**src/rtl/core/billboard_quad_vertex_expand_unit_macros.svh**
```systemverilog
// Assertion macros shared by the billboard quad expansion RTL.
`ifndef BILLBOARD_QUAD_VERTEX_EXPAND_UNIT_MACROS_SVH
`define BILLBOARD_QUAD_VERTEX_EXPAND_UNIT_MACROS_SVH
`ifndef SYNTHESIS
// Same-cycle implication.
`define BQVE_ASSERT_IMPLY(name, clk, rst, ante, cons) \
   name: assert property (@(posedge clk) disable iff (rst) (ante) |-> (cons)) \
      else $error("bqve: same-cycle check failed");
// Next-cycle implication.
`define BQVE_ASSERT_NEXT(name, clk, rst, ante, cons) \
   name: assert property (@(posedge clk) disable iff (rst) (ante) |=> (cons)) \
      else $error("bqve: next-cycle check failed");
`else
`define BQVE_ASSERT_IMPLY(name, clk, rst, ante, cons)
`define BQVE_ASSERT_NEXT(name, clk, rst, ante, cons)
`endif
`endif

```
**src/rtl/core/bqve_pkg.sv**
```systemverilog
package bqve_pkg;

   localparam int REQ_TDATA_W = 272;
   localparam int RSP_TDATA_W = 136;
   localparam int CSR_ADDR_W  = 5;
   localparam int CSR_DATA_W  = 32;
   localparam int CORNER_LSB  = 130;

   typedef logic [2:0] reg_index_type;
   localparam reg_index_type REG_RIGHT_X = 3'd0;
   localparam reg_index_type REG_RIGHT_Y = 3'd1;
   localparam reg_index_type REG_RIGHT_Z = 3'd2;
   localparam reg_index_type REG_UP_X    = 3'd3;
   localparam reg_index_type REG_UP_Y    = 3'd4;
   localparam reg_index_type REG_UP_Z    = 3'd5;

   typedef logic [1:0] corner_type;
   localparam corner_type CORNER_LEFT_DOWN  = 2'd0;
   localparam corner_type CORNER_LEFT_UP    = 2'd1;
   localparam corner_type CORNER_RIGHT_UP   = 2'd2;
   localparam corner_type CORNER_RIGHT_DOWN = 2'd3;

   // Texture coordinate per corner, indexed by corner number.
   localparam logic [3:0] TEX_U_TABLE = 4'b1100;
   localparam logic [3:0] TEX_V_TABLE = 4'b1001;

   // Round half up before dropping 22 fraction bits (Q.38 -> Q.16).
   localparam logic signed [64:0] ROUND_HALF = 65'sd2097152;
   localparam logic [31:0] POS_MAX = 32'h7fff_ffff;
   localparam logic [31:0] POS_MIN = 32'h8000_0000;

   typedef struct packed {
      logic [15:0] right_x;
      logic [15:0] right_y;
      logic [15:0] right_z;
      logic [15:0] up_x;
      logic [15:0] up_y;
      logic [15:0] up_z;
   } axes_type;

   localparam axes_type AXES_RESET = '{16'h4000, 16'h0000, 16'h0000,
                                       16'h0000, 16'h4000, 16'h0000};

   // Sprite with extents already multiplied by the scale (Q.24, 48 bits).
   typedef struct packed {
      logic [31:0] origin_x;
      logic [31:0] origin_y;
      logic [31:0] origin_z;
      logic [47:0] left_s;
      logic [47:0] right_s;
      logic [47:0] up_s;
      logic [47:0] down_s;
      logic [31:0] color;
   } sprite_type;

   typedef struct packed {
      logic full;
      logic empty;
   } queue_status_type;

endpackage

```
**src/rtl/core/bqve_queue.sv**
```systemverilog
module bqve_queue #(
   parameter int DEPTH = 2
) (
   input  logic                       clock,
   input  logic                       reset,
   input  logic                       push,
   input  bqve_pkg::sprite_type       push_entry,
   input  logic                       pop,
   output bqve_pkg::sprite_type       head,
   output bqve_pkg::queue_status_type status
);

   localparam int PTR_W = $clog2(DEPTH);
   localparam int CNT_W = $clog2(DEPTH + 1);

   bqve_pkg::sprite_type entries_ff [DEPTH];
   logic [PTR_W-1:0]     wr_ptr_ff, wr_ptr_in;
   logic [PTR_W-1:0]     rd_ptr_ff, rd_ptr_in;
   logic [CNT_W-1:0]     count_ff, count_in;

   assign head         = entries_ff[rd_ptr_ff];
   assign status.full  = (count_ff == CNT_W'(DEPTH));
   assign status.empty = (count_ff == '0);

   always_comb begin
      wr_ptr_in = wr_ptr_ff;
      rd_ptr_in = rd_ptr_ff;
      count_in  = count_ff;
      if (push) begin
         wr_ptr_in = (wr_ptr_ff == PTR_W'(DEPTH - 1)) ? '0 : wr_ptr_ff + 1'b1;
      end
      if (pop) begin
         rd_ptr_in = (rd_ptr_ff == PTR_W'(DEPTH - 1)) ? '0 : rd_ptr_ff + 1'b1;
      end
      if (push && !pop) begin
         count_in = count_ff + 1'b1;
      end else if (pop && !push) begin
         count_in = count_ff - 1'b1;
      end
   end

   always_ff @(posedge clock) begin
      if (reset) begin
         wr_ptr_ff <= '0;
         rd_ptr_ff <= '0;
         count_ff  <= '0;
      end else begin
         wr_ptr_ff <= wr_ptr_in;
         rd_ptr_ff <= rd_ptr_in;
         count_ff  <= count_in;
      end
      if (push) begin
         entries_ff[wr_ptr_ff] <= push_entry;
      end
   end

endmodule

```
**config.mk**
```make
export PLATFORM = sky130hd
export DESIGN_NAME = bqve_queue
export DESIGN_NICKNAME = d
export VERILOG_FILES = /design/src/rtl/core/billboard_quad_vertex_expand_unit_macros.svh /design/src/rtl/core/bqve_pkg.sv /design/src/rtl/core/bqve_queue.sv
export SDC_FILE = /design/constraint.sdc
export NUM_CORES = 1
export LEC_CHECK = 0
export ABC_AREA = 1
export BUFFER_PORTS_ARGS = -buffer_cell sky130_fd_sc_hd__buf_4
export CORE_AREA = 2 2 253 255
export DETAILED_ROUTE_END_ITERATION = 16
export DIE_AREA = 0 0 255 257
export PLACE_DENSITY = 0.6
export RECOVER_POWER = 50
export SYNTH_ARGS = -nofsm -noshare
export SYNTH_HDL_FRONTEND = slang
export SYNTH_SLANG_ARGS = --single-unit
```
**constraint.sdc**
```tcl
create_clock -name clock -period 42.1 [get_ports clock]
set_input_delay 4.21 -clock clock [delete_from_list [all_inputs] [get_ports clock]]
set_output_delay 4.21 -clock clock [all_outputs]
set_load 0.02 [all_outputs]
```
==> out/metrics.csv <==
metric;value;unit
critical_path_class;in2reg;
core;62700;um^2
worstSetupStartpointType;input pin;
syn-num-nets;1354;
vdd_drop_max;0.0306;mV
numPortBuffers;645;
gr-total-overflow;0;
preCtsSetupSlack;33600;ps
fillers;5227;
drc;0;
hold_ws;525;ps
cts_hold_buf;0;
rsz0062_at_grt;no;
syn-cell-area;24900;um^2
finClkSkew;21.9;ps
hp-class;reg2reg;
path_cells;clkbuf_1 -> inv_1 -> nor2_1 -> clkbuf_1;
synthTopCellsByArea;edfxtp_1, mux2_4, buf_12;
yosys_warnings;0;
violations;capacitance limit, slew limit;
syn_inst;1029;
cpMaxStageDelayCell;clkbuf_1;
drv_cap;3;
dieHeight;257;um
grt_first_pass_wirelength;82.3;mm
antenna_found_initial;20;
utilization;0.509;
avgSynthCellArea;24.2;um^2
final.setup.worst_slack;28860;ps
tightest_slew;9490;ps
gp_congestion;0.797;
critPathMostFrequentCell;clkbuf_1;
synth_flop_cell;edfxtp_1;
slew_viol_final;325;
crit_required;41980;ps
ant_nets;0;
synth_top_area_cell;edfxtp_1;
ys_seq_elements;645;
min_period;13240;ps
final_nets;2043;
ctsResizeCount;0;
area_delta_synth_final;28.6;%
final_layout_size_suffix_gt1_frac;0.549;
ys_async_sr_fraction;0;
clockBufferDepth;3;
yosysMostFrequentCell;edfxtp_1;
grt_pass1_vias;12683;
period_share;0.315;
yosysSeqAreaShare;0.777;
synth_commonest_cells;edfxtp_1, mux2_4, buf_12;
setup-tns-final;0;ps
drtIter0Drc;603;
numCtsBuffers;68;
grt_usage;0.173;
cp-end-kind;flip-flop;
post_drt_via_cell_ratio;4.64;
finalSetupViolCount;0;
drt_wl_total;58.8;mm
root_buffer;clkbuf_16;
p_per_area;48.5;nW/um^2
placed_cell_area;30200;um^2
initial_core_util;0.396;
max_freq;75.5;MHz
synth_top_area_share;0.773;
clock_sinks;645;
leakagePower;12.2;nW
grt_max_degree;163;
vias;12199;
io_pins;646;
dp.final_hpwl;41.1;mm
hold_viol_final;0;
dieArea;65500;um^2
path_max_fanout;162;
path_clk_slew;60;ps
fin_area;32000;um^2
die_x;255;um
yosysUniqueCellTypes;17;
ctsHtreeMaxLevel;3;
synth_edf_count;640;
status;finished with violations;
cts_setup_buffers;0;
wl_per_cell;22.4;um
tritoncts;built;
cp.arrival;13120;ps
num_rows;92;
relSlewSlack;-5.33;
worstSkewPairLatency;580;ps
critPathMaxStageDelay;6690;ps
drt_pass1_iterations;4;
-- cell usage in the layout, fill, tap and decap left out, types with 2 or more instances in the layout --
master	n
bufinv_16	4
clkbuf_1	111
inv_6	3
clkinv_2	12
buf_1	2
mux2_4	300
diode_2	12
nand2_1	5
inv_1	8
buf_4	329
clkbuf_16	71
clkinv_8	2
dfxtp_1	4
mux2_2	20
clkinv_1	13
edfxtp_1	640
nor2_1	7
clkbuf_4	227
-- cell type report --
class | count | area (um^2) | area share
Tap cell | 846 | 1060 | 0.0331
Inverter | 9 | 35.0 | 0.00110
Clock buffer | 86 | 1830 | 0.0574
Multi-Input combinational cell | 339 | 4820 | 0.151
Antenna cell | 12 | 30.0 | 0.000940
Sequential cell | 645 | 19300 | 0.605
Timing Repair Buffer | 655 | 4560 | 0.143
Clock inverter | 35 | 295 | 0.00924
-- critical path, delay by kind of cell --
kind / cells / cell delay, ps
buffers and inverters: 3 / 6920
AND/OR/NAND/NOR: 1 / 1710
-- metal layers --
layer,vias up,part of all wire,global-route usage
met5,-,0.0017,0
met4,16,0.034,0.0759
met3,126,0.078,0.0577
met2,409,0.53,0.309
met1,6140,0.35,0.185
li1,5508,-,-
-- state kept, by name (all words and copies together), names as in the netlist, named ones only --
signal / flops
count_ff: 2
entries_ff: 640
rd_ptr_ff: 1
wr_ptr_ff: 1
-- where the power goes --
part	internal [W]	total (W)	switching, W
registers	0.000750	0.000761	0.0000107
clock network	0.000334	0.000571	0.000237
logic	0.000105	0.000217	0.000112
-- stage by stage --
step | instances | power, W
final | 2627 | 0.00155
after global routing | 2625 | 0.00161
after CTS | 2615 | 0.00157
after detailed placement | 2494 | 0.000996
after global placement | 2494 | 0.000992
after floorplan | 1029 | 0.000918
-- cells by family (layout without fill, tap and decap cells) --
| family | after synthesis | count (layout) | share of synthesized area |
|---|---|---|---|
| compound gates | 2 | 2 | 0.000402 |
| xor+xnor | 1 | 1 | 0.000352 |
| fa+ha+maj | 1 | 1 | 0.000503 |
| buf+inv | 45 | 785 | 0.0288 |
| flops | 645 | 645 | 0.777 |
| mux | 320 | 320 | 0.190 |
| other cells | 0 | 12 | 0 |
| simple gates | 15 | 15 | 0.00247 |
-- final timing paths --
path,end,start,slack [ps],cells after the start
max,entries_ff[0][165]$_DFFE_PP_,push,28860,4
min,wr_ptr_ff$_SDFFE_PP0P_,wr_ptr_ff$_SDFFE_PP0P_,520,2
max reg2reg,entries_ff[0][165]$_DFFE_PP_,wr_ptr_ff$_SDFFE_PP0P_,32380,2
min reg2reg,wr_ptr_ff$_SDFFE_PP0P_,wr_ptr_ff$_SDFFE_PP0P_,520,2
Power figures use the tool's default switching activity.
